File: config.mk
export PLATFORM = sky130hd
export DESIGN_NAME = byte_double_ended_queue
export DESIGN_NICKNAME = d
export VERILOG_FILES = /design/src/sv/bdq_pkg.sv /design/src/sv/bdq_cell.sv /design/src/sv/byte_double_ended_queue.sv
export VERILOG_INCLUDE_DIRS = /design/src /design/src/sv
export SDC_FILE = /design/constraint.sdc
export NUM_CORES = 1
export LEC_CHECK = 0
export ABC_AREA = 0
export BUFFER_PORTS_ARGS = -buffer_cell sky130_fd_sc_hd__buf_2
export CORE_MARGIN = 1
export CORE_UTILIZATION = 25
export CTS_CLUSTER_SIZE = 25
export DETAILED_ROUTE_END_ITERATION = 10
export PLACE_DENSITY = 0.41
export SETUP_SLACK_MARGIN = 0.05
export SYNTH_ARGS = -nofsm -noshare
export SYNTH_HDL_FRONTEND = slang
export SYNTH_SLANG_ARGS = --single-unit
File: constraint.sdc
create_clock -name i_clk -period 6.2 [get_ports i_clk]
set_input_delay 1.24 -clock i_clk [delete_from_list [all_inputs] [get_ports i_clk]]
set_output_delay 1.24 -clock i_clk [all_outputs]
set_load 0.05 [all_outputs]
File: src/sv/assert_macros.svh
// ----------------------------------------------------------------------------
// Assertion macros
// Shared concurrent assertion wrappers, compiled out with NO_ASSERTIONS.
// ----------------------------------------------------------------------------
`ifndef ASSERT_MACROS_SVH
`define ASSERT_MACROS_SVH

`ifndef NO_ASSERTIONS

`define A_HOLDS(lbl, clk, rst_n, expr) \
    lbl: assert property (@(posedge clk) disable iff (!rst_n) (expr)) \
        else $error("assertion failed");

`define A_IMPLIES(lbl, clk, rst_n, ante, cons) \
    lbl: assert property (@(posedge clk) disable iff (!rst_n) (ante) |-> (cons)) \
        else $error("assertion failed");

`define A_NEXT(lbl, clk, rst_n, ante, cons) \
    lbl: assert property (@(posedge clk) disable iff (!rst_n) (ante) |=> (cons)) \
        else $error("assertion failed");

`else

`define A_HOLDS(lbl, clk, rst_n, expr)
`define A_IMPLIES(lbl, clk, rst_n, ante, cons)
`define A_NEXT(lbl, clk, rst_n, ante, cons)

`endif

`endif

File: src/sv/bdq_pkg.sv
// ----------------------------------------------------------------------------
// bdq_pkg
// Types and constants for the byte double-ended queue.
// ----------------------------------------------------------------------------
`default_nettype none

package bdq_pkg;

    localparam int DEPTH = 16;
    localparam int IDX_W = $clog2(DEPTH);
    localparam int CNT_W = $clog2(DEPTH + 1);

    typedef enum logic [1:0] {
        CMD_PUSH_FRONT = 2'd0,
        CMD_PUSH_BACK  = 2'd1,
        CMD_POP_FRONT  = 2'd2,
        CMD_POP_BACK   = 2'd3
    } t_cmd;

    typedef enum logic [1:0] {
        ST_OK    = 2'd0,
        ST_EMPTY = 2'd1,
        ST_FULL  = 2'd2
    } t_status;

    typedef struct packed {
        t_cmd       cmd;
        logic [7:0] push_value;
    } t_req;

    typedef struct packed {
        logic [7:0] pop_value;
        t_status    status;
        logic [4:0] occupancy;
    } t_res;

    // per-cycle control broadcast along the cell row
    typedef struct packed {
        logic             ins_head;
        logic             ins_tail;
        logic             rem_head;
        logic [CNT_W-1:0] count;
        logic [CNT_W-1:0] last;
    } t_cell_ctl;

endpackage

`default_nettype wire

File: src/sv/bdq_cell.sv
// ----------------------------------------------------------------------------
// bdq_cell
// One byte of queue storage; shifts to either neighbour or loads at the tail.
// ----------------------------------------------------------------------------
`default_nettype none

module bdq_cell (
    input  wire logic                        i_clk,
    input  wire logic [bdq_pkg::IDX_W-1:0]   i_idx,
    input  wire bdq_pkg::t_cell_ctl          i_ctl,
    input  wire logic [7:0]                  i_left,
    input  wire logic [7:0]                  i_right,
    input  wire logic [7:0]                  i_push_value,
    output logic      [7:0]                  o_data,
    output logic                             o_last
);
    import bdq_pkg::*;

    logic [7:0] r_data;
    logic [7:0] n_data;
    logic       w_tail;

    assign w_tail = (CNT_W'(i_idx) == i_ctl.count);

    always_comb begin
        n_data = r_data;
        if (i_ctl.ins_head) begin
            n_data = i_left;
        end else if (i_ctl.rem_head) begin
            n_data = i_right;
        end else if (i_ctl.ins_tail && w_tail) begin
            n_data = i_push_value;
        end
    end

    always_ff @(posedge i_clk) begin
        r_data <= n_data;
    end

    assign o_data = r_data;
    assign o_last = (CNT_W'(i_idx) == i_ctl.last);

endmodule

`default_nettype wire

File: src/sv/byte_double_ended_queue.sv
// ----------------------------------------------------------------------------
// byte_double_ended_queue
// Bounded double-ended byte queue built as a row of shifting storage cells.
// ----------------------------------------------------------------------------
// Usage:
//   A transaction is taken on a rising edge with start high and busy low;
//   i_req carries the command and the byte to push. Exactly one result per
//   transaction appears on o_res the following cycle, marked by o_valid for
//   one cycle. A new transaction may be issued every cycle while busy is low;
//   the row of cells updates in the same edge that registers the result, so
//   nothing waits.
//   Cell 0 always holds the front byte. A front push shifts the row one
//   place towards the back, a front pop shifts it one place towards the
//   front, a back push loads the cell at the current fill level and a back
//   pop reads the last occupied cell. Errors (pop when empty, push when
//   full) leave the contents untouched.
//   Synchronous reset empties the queue; busy is high while reset is held.
//   Results cannot be stalled: the receiver must take o_res when o_valid.
// ----------------------------------------------------------------------------
`default_nettype none

module byte_double_ended_queue (
    input  wire logic          i_clk,
    input  wire logic          i_rst_n,
    input  wire logic          start,
    output logic               busy,
    input  wire bdq_pkg::t_req i_req,
    output logic               o_valid,
    output bdq_pkg::t_res      o_res
);
    import bdq_pkg::*;

    `include "assert_macros.svh"

    logic [CNT_W-1:0] r_count;
    logic [CNT_W-1:0] n_count;
    logic             r_valid;
    t_res             r_res;
    t_res             n_res;
    t_cell_ctl        w_ctl;
    logic             w_accept;
    logic             w_full;
    logic             w_empty;
    logic [7:0]       w_back_byte;
    logic [7:0]       w_data [DEPTH];
    logic             w_last [DEPTH];

    assign busy     = ~i_rst_n;
    assign w_accept = start & ~busy;
    assign w_full   = (r_count == CNT_W'(DEPTH));
    assign w_empty  = (r_count == '0);

    for (genvar g = 0; g < DEPTH; g++) begin : g_cell
        logic [7:0] w_left;
        logic [7:0] w_right;
        if (g == 0) begin : g_head
            assign w_left = i_req.push_value;
        end else begin : g_mid_l
            assign w_left = w_data[g-1];
        end
        if (g == DEPTH - 1) begin : g_tail
            assign w_right = 8'h00;
        end else begin : g_mid_r
            assign w_right = w_data[g+1];
        end
        bdq_cell u_cell (
            .i_clk        (i_clk),
            .i_idx        (IDX_W'(g)),
            .i_ctl        (w_ctl),
            .i_left       (w_left),
            .i_right      (w_right),
            .i_push_value (i_req.push_value),
            .o_data       (w_data[g]),
            .o_last       (w_last[g])
        );
    end

    always_comb begin
        w_back_byte = 8'h00;
        for (int k = 0; k < DEPTH; k++) begin
            w_back_byte = w_back_byte | (w_last[k] ? w_data[k] : 8'h00);
        end
    end

    always_comb begin
        w_ctl            = '0;
        w_ctl.count      = r_count;
        w_ctl.last       = r_count - CNT_W'(1);
        n_count          = r_count;
        n_res.pop_value  = 8'h00;
        n_res.status     = ST_OK;
        if (w_accept) begin
            case (i_req.cmd)
                CMD_PUSH_FRONT, CMD_PUSH_BACK: begin
                    if (w_full) begin
                        n_res.status = ST_FULL;
                    end else begin
                        w_ctl.ins_head = (i_req.cmd == CMD_PUSH_FRONT);
                        w_ctl.ins_tail = (i_req.cmd == CMD_PUSH_BACK);
                        n_count        = r_count + CNT_W'(1);
                    end
                end
                CMD_POP_FRONT: begin
                    if (w_empty) begin
                        n_res.status = ST_EMPTY;
                    end else begin
                        w_ctl.rem_head  = 1'b1;
                        n_res.pop_value = w_data[0];
                        n_count         = r_count - CNT_W'(1);
                    end
                end
                CMD_POP_BACK: begin
                    if (w_empty) begin
                        n_res.status = ST_EMPTY;
                    end else begin
                        n_res.pop_value = w_back_byte;
                        n_count         = r_count - CNT_W'(1);
                    end
                end
                default: begin
                    n_res.status = ST_OK;
                end
            endcase
        end
        n_res.occupancy = 5'(n_count);
    end

    always_ff @(posedge i_clk) begin
        if (!i_rst_n) begin
            r_count <= '0;
            r_valid <= 1'b0;
        end else begin
            r_count <= n_count;
            r_valid <= w_accept;
        end
    end

    always_ff @(posedge i_clk) begin
        r_res <= n_res;
    end

    assign o_valid = r_valid;
    assign o_res   = r_res;

    `A_HOLDS(a_count_bound, i_clk, i_rst_n, r_count <= CNT_W'(DEPTH))
    `A_IMPLIES(a_occ_tracks, i_clk, i_rst_n, o_valid, o_res.occupancy == 5'(r_count))
    `A_NEXT(a_idle_count, i_clk, i_rst_n, !w_accept, r_count == $past(r_count))
    `A_NEXT(a_result_follows, i_clk, i_rst_n, w_accept, o_valid)
    `A_IMPLIES(a_error_no_value, i_clk, i_rst_n, o_valid && o_res.status != ST_OK,
               o_res.pop_value == 8'h00)

endmodule

`default_nettype wire

==> summary.md <==
| Metric | Value |
|---|---|
| Io pins | 30 |
| Most frequent cells after synthesis | edfxtp_1 (128), a221o_1 (113), nand2_1 (63) |
| Sequential share of the synthesized area | 0.530 |
| Full die area | 32,900 um^2 |
| Antenna-violating nets left | 0 |
| Internal power | 1.81 mW |
| Yosys top cell by area | edfxtp_1 |
| DRC errors left | 0 |
| Slowest stage cell, crit path | buf_4 |
| Worst Path Arrival | 3890 ps |
| Slowest stage delay, CP | 720 ps |
| Clock skew | 17.4 ps |
| Htree depth | 4 |
| Final setup vio count | 0 |
| Post-synth EDFFs | 128 |
| CTS hold repair buffers | 0 |
| Ranking of synthesized cells by area | edfxtp_1 (48%), a221o_1 (14%), dfxtp_1 (5.2%), a22oi_1 (3.8%), nand2_1 (2.9%) |
| RSZ-0062 raised after global routing | no |
| Synthesized flop and latch total | 149 |
| Vias/cell | 6.07 |
| Clock power share | 0.407 |
| CTS tree | done |
| Final period utilization | 0.581 |
| Setup_tns | 0 ps |
| Final nets | 711 |
| Starting Density | 0.254 |
| Required time worst endpoint | 6490 ps |
| Reg-to-Reg Start | r_count[1] |
| Yosys Warn Count | 0 |
| Post-synth top area share | 0.477 |
| Family with the most delay on the worst path | buffers and inverters |
| CP Launch Type | flop |
| Total Routing Usage GR | 0.175 |
| Global route total overflow | 0 |
| Syn Std Cell Area | 8050 um^2 |
| Crit path depth | 8 |
| Setup ws final | 2600 ps |
| Initial antenna violation count | 0 |
| Hold EP | g_cell[15].u_cell.o_data[6] |
| Max Cap Viol | 0 |
| Count leader, synth | edfxtp_1 |
| Chip height | 181 um |
| Placed cell count | 1,074 |
| Pin count of the biggest net entering global routing | 72 |
| Post-DP HPWL | 19.5 mm |
| Post-CTS setup buffer count | 0 |
| Initial DRC Count | 801 |
| Clock slew at reported path FFs | 70 ps |
| Max-slew violation count | 0 |
| Worst Max-Slew Pin Slew | 1300 ps |
| Post-CTS sizing | 0 |
| Setup WS pre-CTS | 2290 ps |
| Fin. Hold Viols | 0 |
| Total number of vias | 6,717 |
| Net Sw Frac | 0.302 |
| Clock Tree Root | clkbuf_16 |
| First-pass GRT wire length | 43.3 mm |
| Core area | 31,600 um^2 |
| Row Count | 65 |
| Max-Slew Margin vs Limit | 0.129 |
| Mapped Avg Cell Area | 11.6 um^2 |
| Clock Latency Late Sink | 440 ps |
| Worst hold stages | 1 |
| Layout cells sized above 1 | 0.153 |
| Reg2Reg Setup Slack | 2600 ps |
| Antenna fix cells | 0 |
| Filler instances | 3,196 |
| Seq pwr share | 0.454 |
| CTS sink count | 149 |
| Worst Path Max Fanout | 71 |
| Area growth, synth to finish | 13.1% |
| Run status | finished clean |
| Synthesized instance count | 695 |
| Crit path top cell by count | buf_4 |
| 1st-pass router iterations | 6 |
| Worst path cell trace | inv_1, ha_1, buf_4, nor4bb_2, nor4_4, buf_4, buf_4, a221o_1 |
| CTS buffer count | 17 |
| HP Class | flop to flop |
| Routability-driven placement congestion ratio | 0.836 |
| Reg2Reg Depth | 8 |
| P_sw | 0.784 mW |
| Syn nets | 715 |
| Worst path bufs/invs | 4 |
| Hold Crit Start | g_cell[14].u_cell.o_data[6] |
| Die W | 181 um |
| Unique masters post-synth | 60 |
| Layout Cells excl Fill | 1,106 |
| Combinational share of power | 0.140 |
| Max VDD drop | 0.184 mV |
| Setup CP Type | flop to flop |
| Lkg Pwr | 2.99 nW |
| R2r endpoint | g_cell[11].u_cell.o_data[7] |
| Max Clock Freq | 278 MHz |
| Vias in the first global route | 6,558 |
| Total wire length | 28.7 mm |
| PD cells | 285 nW/um^2 |
| Synth async-reset ratio | 0 |
| Clock Tree Buf Depth | 2 |
| Crit. End Element | flop |
| Synth Flop Type | edfxtp_1 |
| WL/cell | 26.0 um |
| Min Tclk post-route | 3600 ps |
| Port bufs | 29 |
[stage by stage]
step	hold WS, ps	utilization	cell area [um^2]	power, mW
after global placement	569	0.269	8500	1.55
after floorplan	533	-	8050	1.44
after global routing	616	0.288	9110	2.69
after detailed placement	571	0.269	8500	1.56
final	591	0.288	9110	2.60
after CTS	593	0.288	9110	2.61
[worst reg2reg max path, stage by stage (launching register included)]
cell and delay [ps]:
dfxtp_1 580, inv_1 170, ha_1 210, buf_4 250, nor4bb_2 260, nor4_4 270, buf_4 720, buf_4 690
a221o_1 310
[final cells by class]
| class | instances | area [um^2] | area share |
|---|---|---|---|
| timing repair buffer | 45 | 265 | 0.0291 |
| inverter | 9 | 33.8 | 0.00371 |
| multi-input combinational | 469 | 3440 | 0.377 |
| clock buffer | 17 | 425 | 0.0467 |
| tap | 402 | 503 | 0.0552 |
| sequential | 149 | 4260 | 0.468 |
| clock inverter | 15 | 180 | 0.0198 |
[registers in the layout, indices dropped and copies added (netlist names)]
| name | count |
|---|---|
| g_cell.u_cell.o_data | 128 |
| o_res | 15 |
| r_count | 5 |
| o_valid | 1 |
[worst max path at each step]
stage / slack, ps / endpoint / from
after global routing: 2390 / g_cell[6].u_cell.o_data[3] / r_count[1]
final: 2600 / g_cell[11].u_cell.o_data[7] / r_count[1]
after CTS: 2630 / g_cell[8].u_cell.o_data[3] / r_count[1]
after global placement: 2320 / g_cell[6].u_cell.o_data[7] / i_rst_n
after floorplan: 3280 / g_cell[9].u_cell.o_data[0] / i_req[9]
after detailed placement: 2290 / g_cell[6].u_cell.o_data[7] / i_rst_n
[power groups by stage]
stage                     registers, mW  logic (mW)  clock network [mW]
after floorplan                    1.20       0.242                   0
after global placement             1.20       0.353                   0
after detailed placement           1.20       0.356                   0
after CTS                          1.18       0.359                1.07
after global routing               1.18       0.391                1.11
final                              1.18       0.362                1.06
[per-layer routing]
layer | vias up | share of wire | track usage
met1 | 3459 | 0.44 | 0.234
met4 | 0 | 0.031 | 0.0681
li1 | 2884 | - | -
met3 | 55 | 0.056 | 0.0307
met5 | - | 0 | 0
met2 | 319 | 0.48 | 0.282
[cell usage in the layout, fill, tap and decap left out, types with 6 or more instances in the layout]
cell,instances
clkbuf_16,17
nand2_1,63
edfxtp_1,128
a21o_1,9
nor3_1,11
o22ai_1,15
o21ai_0,32
o21ai_1,13
a211o_1,7
dfxtp_1,21
mux2_2,6
buf_2,29
nor2_2,9
inv_1,6
a22oi_1,41
mux2i_1,8
a221oi_1,9
o221ai_1,8
a21oi_1,18
a31oi_1,9
buf_4,16
nor2_1,29
ha_1,7
a221o_1,113
[cell families (layout without fill, tap and decap cells)]
group / count (synthesis) / after routing / share of synthesized area
DFF: 149 / 149 / 0.530
buffers and inverters: 77 / 86 / 0.0454
and+or+nand+nor: 150 / 150 / 0.0976
muxes: 14 / 14 / 0.0183
AOI/OAI and AO/OA: 296 / 296 / 0.296
adders and majority gates: 7 / 7 / 0.0109
xor gates and xnor gates: 2 / 2 / 0.00218
(Power assumes the default switching activity.)
